$ cat src/hw/rtl/mchw_pkg.sv
// shared constants, types and codes of the heartbeat watchdog
`default_nettype none
package mchw_pkg;

    // table geometry
    localparam int CHANNELS = 32;
    localparam int CH_W     = 6;
    localparam int IDX_W    = (CHANNELS > 1) ? $clog2(CHANNELS) : 1;
    localparam int WORD_W   = 32;

    typedef logic [WORD_W-1:0] t_word;
    typedef logic [CH_W-1:0]   t_chan;
    typedef logic [IDX_W-1:0]  t_idx;
    typedef logic [1:0]        t_action;
    typedef logic [2:0]        t_status;

    // action codes
    localparam t_action ACT_REG  = 2'd0;
    localparam t_action ACT_BEAT = 2'd1;
    localparam t_action ACT_SCAN = 2'd2;

    // status codes
    localparam t_status ST_REGISTERED  = 3'd0;
    localparam t_status ST_BEAT        = 3'd1;
    localparam t_status ST_BAD_CHANNEL = 3'd2;
    localparam t_status ST_FULL        = 3'd3;
    localparam t_status ST_STALE       = 3'd4;
    localparam t_status ST_DONE        = 3'd5;

    // timeout after reset
    localparam t_word TIMEOUT_RST = 32'd10;

endpackage
`default_nettype wire

$ cat src/hw/rtl/mchw_ram.sv
// generic single write port ram with registered read
`default_nettype none
module mchw_ram #(
    parameter int WIDTH = 32,
    parameter int DEPTH = 32
) (
    input  wire logic                                  i_clk,
    input  wire logic                                  i_we,
    input  wire logic [(DEPTH > 1 ? $clog2(DEPTH) : 1)-1:0] i_waddr,
    input  wire logic [WIDTH-1:0]                      i_wdata,
    input  wire logic [(DEPTH > 1 ? $clog2(DEPTH) : 1)-1:0] i_raddr,
    output logic      [WIDTH-1:0]                      o_rdata
);

    logic [WIDTH-1:0] r_mem [DEPTH];
    logic [WIDTH-1:0] r_rdata;

    // write port
    always_ff @(posedge i_clk) begin
        if (i_we) begin
            r_mem[i_waddr] <= i_wdata;
        end
    end

    // registered read port
    always_ff @(posedge i_clk) begin
        r_rdata <= r_mem[i_raddr];
    end

    assign o_rdata = r_rdata;

endmodule
`default_nettype wire

$ cat src/hw/rtl/mchw_stale_cmp.sv
// shared staleness unit: signed gap and compare against the timeout
`default_nettype none
module mchw_stale_cmp (
    input  wire logic          i_stamp_vld,
    input  wire mchw_pkg::t_word i_stamp,
    input  wire mchw_pkg::t_word i_now,
    input  wire mchw_pkg::t_word i_timeout,
    output logic               o_stale
);
    import mchw_pkg::*;

    t_word gap;

    // gap wraps mod 2^32; a negative gap or a zero stamp is never stale
    always_comb begin
        gap     = i_now - i_stamp;
        o_stale = i_stamp_vld && (i_stamp != '0) && !gap[WORD_W-1] && (gap > i_timeout);
    end

endmodule
`default_nettype wire

$ cat src/hw/rtl/multi_channel_heartbeat_watchdog_unit.sv
// top level of the multi-channel heartbeat watchdog
`default_nettype none
// Heartbeat watchdog over a table of CHANNELS time stamps. A register word hands
// out the next channel number (or reports the table full), a beat word stores
// its time stamp for a channel, and a scan word reports every registered channel
// whose stamp is nonzero and more than the timeout (signed gap) behind the given
// time, then a done word with last set. Register and beat words need no further
// state, so one can be accepted every cycle while the output register drains.
// A scan goes through a ram read state, then a compare state, per registered
// channel and a done state for the done word before the next word is taken
// (done at once with no channel registered); output stalls can hold it further.
// This order is set by the one read port of the stamp ram and the shared compare
// unit; no input is accepted while a scan runs. The table needs no clearing after
// reset: per-entry valid bits make an unwritten entry never stale.
module multi_channel_heartbeat_watchdog_unit (
    input  wire logic               i_clk,
    input  wire logic               i_rst_n,
    // configuration
    input  wire logic               i_cfg_we,
    input  wire mchw_pkg::t_word    i_cfg_data,
    // input channel
    input  wire logic               i_in_valid,
    output logic                    o_in_stall,
    input  wire mchw_pkg::t_action  i_action,
    input  wire mchw_pkg::t_chan    i_channel,
    input  wire mchw_pkg::t_word    i_now,
    // output channel
    output logic                    o_out_valid,
    input  wire logic               i_out_stall,
    output mchw_pkg::t_status       o_status,
    output mchw_pkg::t_chan         o_channel_res,
    output mchw_pkg::t_word         o_last_beat,
    output logic                    o_last
);
    import mchw_pkg::*;

    localparam logic [1:0] S_IDLE = 2'd0;
    localparam logic [1:0] S_RD   = 2'd1;
    localparam logic [1:0] S_CHK  = 2'd2;
    localparam logic [1:0] S_DONE = 2'd3;

    logic [1:0]          r_state, n_state;
    t_idx                r_idx, n_idx;
    t_word               r_now, n_now;
    t_chan               r_count, n_count;
    t_word               r_timeout;
    logic [CHANNELS-1:0] r_vld, n_vld;
    logic                r_rd_vld;
    logic                r_out_valid, n_out_valid;
    t_status             r_status, n_status;
    t_chan               r_chan, n_chan;
    t_word               r_beat, n_beat;
    logic                r_last, n_last;

    logic  out_free;
    logic  in_acc;
    logic  ram_we;
    t_word rd_data;
    logic  stale;

    assign out_free   = !r_out_valid || !i_out_stall;
    assign o_in_stall = (r_state != S_IDLE) || !out_free;
    assign in_acc     = i_in_valid && !o_in_stall;

    // stamp table
    mchw_ram #(
        .WIDTH (WORD_W),
        .DEPTH (CHANNELS)
    ) u_ram (
        .i_clk   (i_clk),
        .i_we    (ram_we),
        .i_waddr (i_channel[IDX_W-1:0]),
        .i_wdata (i_now),
        .i_raddr (r_idx),
        .o_rdata (rd_data)
    );

    // staleness check of the entry just read
    mchw_stale_cmp u_cmp (
        .i_stamp_vld (r_rd_vld),
        .i_stamp     (rd_data),
        .i_now       (r_now),
        .i_timeout   (r_timeout),
        .o_stale     (stale)
    );

    // sequencer and result formation
    always_comb begin
        n_state     = r_state;
        n_idx       = r_idx;
        n_now       = r_now;
        n_count     = r_count;
        n_vld       = r_vld;
        n_out_valid = r_out_valid && i_out_stall;
        n_status    = r_status;
        n_chan      = r_chan;
        n_beat      = r_beat;
        n_last      = r_last;
        ram_we      = 1'b0;
        case (r_state)
            S_IDLE: begin
                if (in_acc) begin
                    case (i_action)
                        ACT_REG: begin
                            n_out_valid = 1'b1;
                            n_beat      = '0;
                            n_last      = 1'b1;
                            if (r_count >= CH_W'(CHANNELS)) begin
                                n_status = ST_FULL;
                                n_chan   = '0;
                            end else begin
                                n_status = ST_REGISTERED;
                                n_chan   = r_count;
                                n_count  = r_count + CH_W'(1);
                            end
                        end
                        ACT_BEAT: begin
                            n_out_valid = 1'b1;
                            n_beat      = '0;
                            n_last      = 1'b1;
                            n_chan      = i_channel;
                            if (i_channel >= CH_W'(CHANNELS)) begin
                                n_status = ST_BAD_CHANNEL;
                            end else begin
                                n_status                       = ST_BEAT;
                                ram_we                         = 1'b1;
                                n_vld[i_channel[IDX_W-1:0]]    = 1'b1;
                            end
                        end
                        ACT_SCAN: begin
                            n_now = i_now;
                            n_idx = '0;
                            if (r_count == '0) begin
                                n_out_valid = 1'b1;
                                n_status    = ST_DONE;
                                n_chan      = '0;
                                n_beat      = '0;
                                n_last      = 1'b1;
                            end else begin
                                n_state = S_RD;
                            end
                        end
                        default: begin
                        end
                    endcase
                end
            end
            S_RD: begin
                n_state = S_CHK;
            end
            S_CHK: begin
                if (!stale || out_free) begin
                    if (stale) begin
                        n_out_valid = 1'b1;
                        n_status    = ST_STALE;
                        n_chan      = CH_W'(r_idx);
                        n_beat      = rd_data;
                        n_last      = 1'b0;
                    end
                    if (CH_W'(r_idx) + CH_W'(1) == r_count) begin
                        n_state = S_DONE;
                    end else begin
                        n_idx   = r_idx + IDX_W'(1);
                        n_state = S_RD;
                    end
                end
            end
            S_DONE: begin
                if (out_free) begin
                    n_out_valid = 1'b1;
                    n_status    = ST_DONE;
                    n_chan      = '0;
                    n_beat      = '0;
                    n_last      = 1'b1;
                    n_state     = S_IDLE;
                end
            end
            default: begin
                n_state = S_IDLE;
            end
        endcase
    end

    // control registers
    always_ff @(posedge i_clk) begin
        if (!i_rst_n) begin
            r_state     <= S_IDLE;
            r_idx       <= '0;
            r_count     <= '0;
            r_vld       <= '0;
            r_out_valid <= 1'b0;
            r_timeout   <= TIMEOUT_RST;
        end else begin
            r_state     <= n_state;
            r_idx       <= n_idx;
            r_count     <= n_count;
            r_vld       <= n_vld;
            r_out_valid <= n_out_valid;
            if (i_cfg_we) begin
                r_timeout <= i_cfg_data;
            end
        end
    end

    // payload registers
    always_ff @(posedge i_clk) begin
        r_now    <= n_now;
        r_rd_vld <= r_vld[r_idx];
        r_status <= n_status;
        r_chan   <= n_chan;
        r_beat   <= n_beat;
        r_last   <= n_last;
    end

    assign o_out_valid   = r_out_valid;
    assign o_status      = r_status;
    assign o_channel_res = r_chan;
    assign o_last_beat   = r_beat;
    assign o_last        = r_last;

    // checks
    a_count_range: assert property (@(posedge i_clk) disable iff (!i_rst_n)
        r_count <= CH_W'(CHANNELS))
        else $error("registered count beyond table size");

    a_scan_idx: assert property (@(posedge i_clk) disable iff (!i_rst_n)
        (r_state == S_RD || r_state == S_CHK) |-> (CH_W'(r_idx) < r_count))
        else $error("scan index past registered channels");

    a_done_word: assert property (@(posedge i_clk) disable iff (!i_rst_n)
        (o_out_valid && o_status == ST_DONE) |-> (o_last && o_channel_res == '0))
        else $error("malformed scan done word");

    a_stale_word: assert property (@(posedge i_clk) disable iff (!i_rst_n)
        (o_out_valid && o_status == ST_STALE) |-> (!o_last && o_last_beat != '0))
        else $error("malformed stale word");

endmodule
`default_nettype wire
$ cat config.mk
export PLATFORM = sky130hd
export DESIGN_NAME = multi_channel_heartbeat_watchdog_unit
export DESIGN_NICKNAME = d
export VERILOG_FILES = /design/src/hw/rtl/mchw_pkg.sv /design/src/hw/rtl/mchw_ram.sv /design/src/hw/rtl/mchw_stale_cmp.sv /design/src/hw/rtl/multi_channel_heartbeat_watchdog_unit.sv
export SDC_FILE = /design/constraint.sdc
export NUM_CORES = 1
export LEC_CHECK = 0
export ABC_AREA = 1
export BUFFER_PORTS_ARGS = -buffer_cell sky130_fd_sc_hd__buf_2
export CORE_ASPECT_RATIO = 1.75
export CORE_MARGIN = 2
export CORE_UTILIZATION = 23
export CTS_CLUSTER_SIZE = 12
export DETAILED_ROUTE_END_ITERATION = 7
export PLACE_DENSITY = 0.37
export SYNTH_ARGS = -nofsm -noshare
export SYNTH_HDL_FRONTEND = slang
export SYNTH_SLANG_ARGS = --single-unit
$ cat constraint.sdc
create_clock -name i_clk -period 11.8 [get_ports i_clk]
set_input_delay 1.77 -clock i_clk [delete_from_list [all_inputs] [get_ports i_clk]]
set_output_delay 1.77 -clock i_clk [all_outputs]
set_load 0.01 [all_outputs]
==> impl_metrics.py <==
metrics = {
    "outcome": {
        "result_of_the_run": "finished clean",
    },
    "placed_design": {
        "port_buffers": 120,
        "number_of_cells_in_the_design_after_placement": 6637,
        "place_hpwl_mm": 101,
        "gp_congestion": 0.823,
    },
    "power": {
        "power.net_switching_mw": 3.95,
        "power.density_cell_area_mw_per_mm2": 206,
        "share_seq_of_total_power_pct": 43.3,
        "power.share.switching_pct": 34.1,
        "ir_drop_v": 0.000115,
        "power.share.clock_pct": 30.2,
        "cellInternalPower_mw": 7.61,
        "comb_power_share_pct": 26.6,
        "finalPower_mw": 11.6,
        "static-leakage-power_nw": 18.2,
    },
    "cts": {
        "worst_skew_pair.late_latency_ns": 0.74,
        "cts_tree": "done",
        "cts.reportedPaths.clkPinSlew_ns": 0.07,
        "cts.path.max_buffers": 3,
        "number_of_buffers_added_for_setup_after_cts": 0,
        "cts.sink_count": 1209,
        "cts-root-buf": "sky130_fd_sc_hd__clkbuf_16",
        "h-tree-depth": 3,
        "cts_made_buffers": 116,
        "cts_resized": 0,
        "cts_hold_repair.buffers": 0,
    },
    "timing": {
        "grt_setup_unrepaired": "false",
        "fin_skew_ns": 0.0280,
        "maxSlewViolCount": 0,
        "post-route-period-util_pct": 43.9,
        "final-setup-viol-count": 0,
        "totalNegativeSetupSlack_ns": 0,
        "report.final.hold_viol_count": 0,
        "worst_margin_slew_ns": 1.18,
        "timing.fmax_ghz": 0.193,
        "slew_headroom_pct": 20.7,
        "finalCriticalPeriod_ns": 5.18,
    },
    "yosys": {
        "synth_flop_cell": "sky130_fd_sc_hd__edfxtp_1",
        "ys_ff_latch": 1209,
        "synth_area_per_cell_um2": 12.6,
        "netlist_area_mm2": 0.0489,
        "synthArstFlopShare_pct": 0,
        "synthesis.nets": 4023,
        "post_synth_inst_count": 3874,
        "synthDistinctLibCells": 53,
        "synth_edf_count": 1098,
        "yosysSeqAreaShare_pct": 72.0,
        "synth.yosys.warnings": 0,
    },
    "die": {
        "pin_count": 121,
        "core.rowCount": 223,
        "starting_density_of_the_core_pct": 23.2,
        "floorplan.die.height_um": 614,
        "design.core.area_mm2": 0.211,
        "die_width_um": 352,
        "die_area_mm2": 0.216,
    },
    "critical_path": {
        "worst_r2r_path_depth": 19,
        "start_kind": "flip-flop",
        "critical_path_arrival_ns": 5.51,
        "crit_path_max_fanout": 9,
        "cp-end-kind": "flip-flop",
        "worst_ep_required_time_ns": 12.13,
        "crit_type": "reg2reg",
    },
    "final_layout": {
        "finalNetCount": 4092,
        "multi_input_area_mm2": 0.0123,
        "stdcell_count": 6827,
        "register_area_mm2": 0.0352,
        "layout.filler_cells": 22000,
        "layout-drive-gt1-share_pct": 9.98,
        "areaGrowthSynthToFinish_pct": 15.0,
        "utilization_pct": 26.6,
    },
    "min_path": {
        "worstHoldPathType": "reg2reg",
        "hold-path-cell-count": 2,
    },
    "detailed_routing": {
        "detail_route.iter0.violations": 2445,
        "route.final.wire_length_mm": 177,
        "post_drt_via_cell_ratio": 4.68,
        "postRouteAntennaNets": 0,
        "drt_first_pass_iters": 5,
        "via_count": 32000,
        "routedWlPerCell_um": 26.0,
        "drc": 0,
    },
    "global_route": {
        "first_pass_grt_wire_length_mm": 250,
        "grt_use_total_pct": 16.0,
        "grt_remaining_overflow": 0,
        "vias_in_the_first_global_route": 32300,
        "maximum_number_of_pins_on_one_net_before_global_route_repair": 157,
        "grt_antenna_before_repair": 27,
    },
    "run": {
        "maxCapViolCount": 0,
    },
}
-- critical path, cell delays in order, from the launching register on --
cell and delay [ns]:
sky130_fd_sc_hd__dfxtp_1 0.35, sky130_fd_sc_hd__inv_1 0.07, sky130_fd_sc_hd__ha_1 0.38, sky130_fd_sc_hd__a21o_2 0.28, sky130_fd_sc_hd__a31oi_1 0.39, sky130_fd_sc_hd__nand3_1 0.34, sky130_fd_sc_hd__a21boi_0 0.40, sky130_fd_sc_hd__o21ai_0 0.16
sky130_fd_sc_hd__xor2_1 0.17, sky130_fd_sc_hd__ha_1 0.27, sky130_fd_sc_hd__nand2_1 0.06, sky130_fd_sc_hd__nor2_1 0.13, sky130_fd_sc_hd__nand4_1 0.09, sky130_fd_sc_hd__nor2_1 0.14, sky130_fd_sc_hd__nand2_1 0.11, sky130_fd_sc_hd__a21oi_4 0.24
sky130_fd_sc_hd__nand2_1 0.09, sky130_fd_sc_hd__nand2_1 0.07, sky130_fd_sc_hd__o21ai_0 0.12, sky130_fd_sc_hd__nor3_1 0.92
-- Yosys cell counts (3+ instances only) --
master	instances	area, um2
sky130_fd_sc_hd__a32oi_1	32	280
sky130_fd_sc_hd__nor4_1	3	18.8
sky130_fd_sc_hd__a21o_1	9	67.6
sky130_fd_sc_hd__xnor2_1	8	70.1
sky130_fd_sc_hd__buf_4	9	67.6
sky130_fd_sc_hd__a31oi_1	39	244
sky130_fd_sc_hd__clkbuf_1	185	694
sky130_fd_sc_hd__nand2_2	8	50.1
sky130_fd_sc_hd__o221ai_1	207	1810
sky130_fd_sc_hd__buf_1	14	52.6
sky130_fd_sc_hd__o21ai_1	11	55.1
sky130_fd_sc_hd__inv_1	148	556
sky130_fd_sc_hd__nand2_1	153	574
sky130_fd_sc_hd__o21bai_1	4	30.0
sky130_fd_sc_hd__buf_2	37	185
sky130_fd_sc_hd__a211oi_1	3	22.5
sky130_fd_sc_hd__dfxtp_1	111	2220
sky130_fd_sc_hd__o21ai_0	596	2980
sky130_fd_sc_hd__nor2_4	3	33.8
sky130_fd_sc_hd__nand4_1	14	87.6
sky130_fd_sc_hd__ha_1	71	888
sky130_fd_sc_hd__o211ai_1	4	30.0
sky130_fd_sc_hd__xor2_1	27	236
sky130_fd_sc_hd__a21oi_1	86	430
sky130_fd_sc_hd__nor3_1	33	165
sky130_fd_sc_hd__edfxtp_1	1098	33000
sky130_fd_sc_hd__nor2_1	766	2880
sky130_fd_sc_hd__o22ai_1	60	375
sky130_fd_sc_hd__inv_2	4	15.0
sky130_fd_sc_hd__nand3_1	100	500
-- cell usage in the layout (no fill, tap or decap), types with 3 or more instances in the layout --
cell,Yosys,final
sky130_fd_sc_hd__a21oi_1,86,86
sky130_fd_sc_hd__clkinv_8,0,3
sky130_fd_sc_hd__o211ai_1,4,4
sky130_fd_sc_hd__a32oi_1,32,32
sky130_fd_sc_hd__o21ai_1,11,11
sky130_fd_sc_hd__dfxtp_4,0,3
sky130_fd_sc_hd__nand2_1,153,153
sky130_fd_sc_hd__nor3_2,0,15
sky130_fd_sc_hd__buf_2,37,120
sky130_fd_sc_hd__clkinv_2,2,4
sky130_fd_sc_hd__diode_2,0,7
sky130_fd_sc_hd__o22ai_1,60,60
sky130_fd_sc_hd__buf_12,0,5
sky130_fd_sc_hd__edfxtp_1,1098,1098
sky130_fd_sc_hd__clkinv_1,1,7
sky130_fd_sc_hd__o21bai_1,4,4
sky130_fd_sc_hd__a211oi_1,3,3
sky130_fd_sc_hd__xor2_1,27,27
sky130_fd_sc_hd__buf_4,9,72
sky130_fd_sc_hd__clkbuf_1,185,45
sky130_fd_sc_hd__nand3_1,100,100
sky130_fd_sc_hd__xnor2_1,8,8
sky130_fd_sc_hd__a31oi_1,39,39
sky130_fd_sc_hd__nor2_4,3,22
sky130_fd_sc_hd__nor2_1,766,747
sky130_fd_sc_hd__clkbuf_16,0,116
sky130_fd_sc_hd__o221ai_1,207,207
sky130_fd_sc_hd__a21o_1,9,9
sky130_fd_sc_hd__o21ai_0,596,596
sky130_fd_sc_hd__nor3_1,33,18
sky130_fd_sc_hd__inv_2,4,3
sky130_fd_sc_hd__nor4_1,3,3
sky130_fd_sc_hd__dfxtp_1,111,106
sky130_fd_sc_hd__ha_1,71,71
sky130_fd_sc_hd__inv_1,148,146
sky130_fd_sc_hd__nand2_2,8,8
sky130_fd_sc_hd__nand4_1,14,14
sky130_fd_sc_hd__inv_6,0,3
sky130_fd_sc_hd__clkbuf_8,0,3
-- cells by family (layout without fill, tap and decap cells) --
| group | Yosys count | in the layout | synth area share, % |
|---|---|---|---|
| flip-flops | 1209 | 1209 | 72.0 |
| AND/OR/NAND/NOR | 1092 | 1092 | 9.03 |
| XOR/XNOR | 35 | 35 | 0.627 |
| adder cells (fa/ha/maj) | 72 | 72 | 1.86 |
| AO/OA/AOI/OAI | 1065 | 1065 | 13.2 |
| buffers and inverters | 401 | 535 | 3.26 |
| other | 0 | 7 | 0 |
-- layer usage --
metal / global-route usage [%] / vias up / share of wire (%)
met1: 19.0 / 16500 / 41
li1: - / 14500 / -
met4: 4.41 / 2 / 2.4
met3: 1.59 / 197 / 3.3
met2: 30.4 / 788 / 54
met5: 0 / - / 0.0045
-- layout make-up --
type,instances,area share [%]
diodes,7,0.0312
clock buffers,164,5.54
clock inverters,19,0.334
inverters,155,1.08
multi-input cells,2264,21.9
flip-flops and latches,1209,62.6
well taps,2812,6.26
repair buffers,197,2.21
-- through the flow --
stage          worst slack (ns)  area, um2  hold slack (ns)
2_1_floorplan              6.00      48900            0.435
3_3_place_gp               6.46      52900            0.443
3_5_place_dp               6.54      52900            0.455
4_1_cts                    6.52      56200            0.466
5_1_grt                    6.08      56200            0.483
6_report                   6.62      56200            0.460
-- state kept, by name, indices dropped and copies added, names as in the netlist, 2 cells and up --
register,count
u_ram.o_rdata,32
r_vld,32
r_state,2
u_ram.r_mem,1024
r_now,32
r_idx,5
r_count,6
o_status,3
o_last_beat,32
r_timeout,32
o_channel_res,6
-- worst paths after layout --
path / end / slack, ns / startpoint
worst min register to register: r_timeout[31] / 0.46 / r_timeout[31]
worst max-delay path: o_channel_res[1] / 6.62 / u_ram.o_rdata[13]
worst min-delay path: r_timeout[31] / 0.46 / r_timeout[31]
worst max register to register: o_channel_res[1] / 6.62 / u_ram.o_rdata[13]
-- power by group through the flow --
stage          clock (mW)  combinational [mW]  sequential, mW
5_1_grt              3.73                3.40            5.02
3_5_place_dp            0                3.15            5.10
2_1_floorplan           0                1.82            5.08
3_3_place_gp            0                3.16            5.09
4_1_cts              3.60                3.16            5.01
6_report             3.49                3.07            5.00
Note: power is estimated with default switching activity, not from simulation.
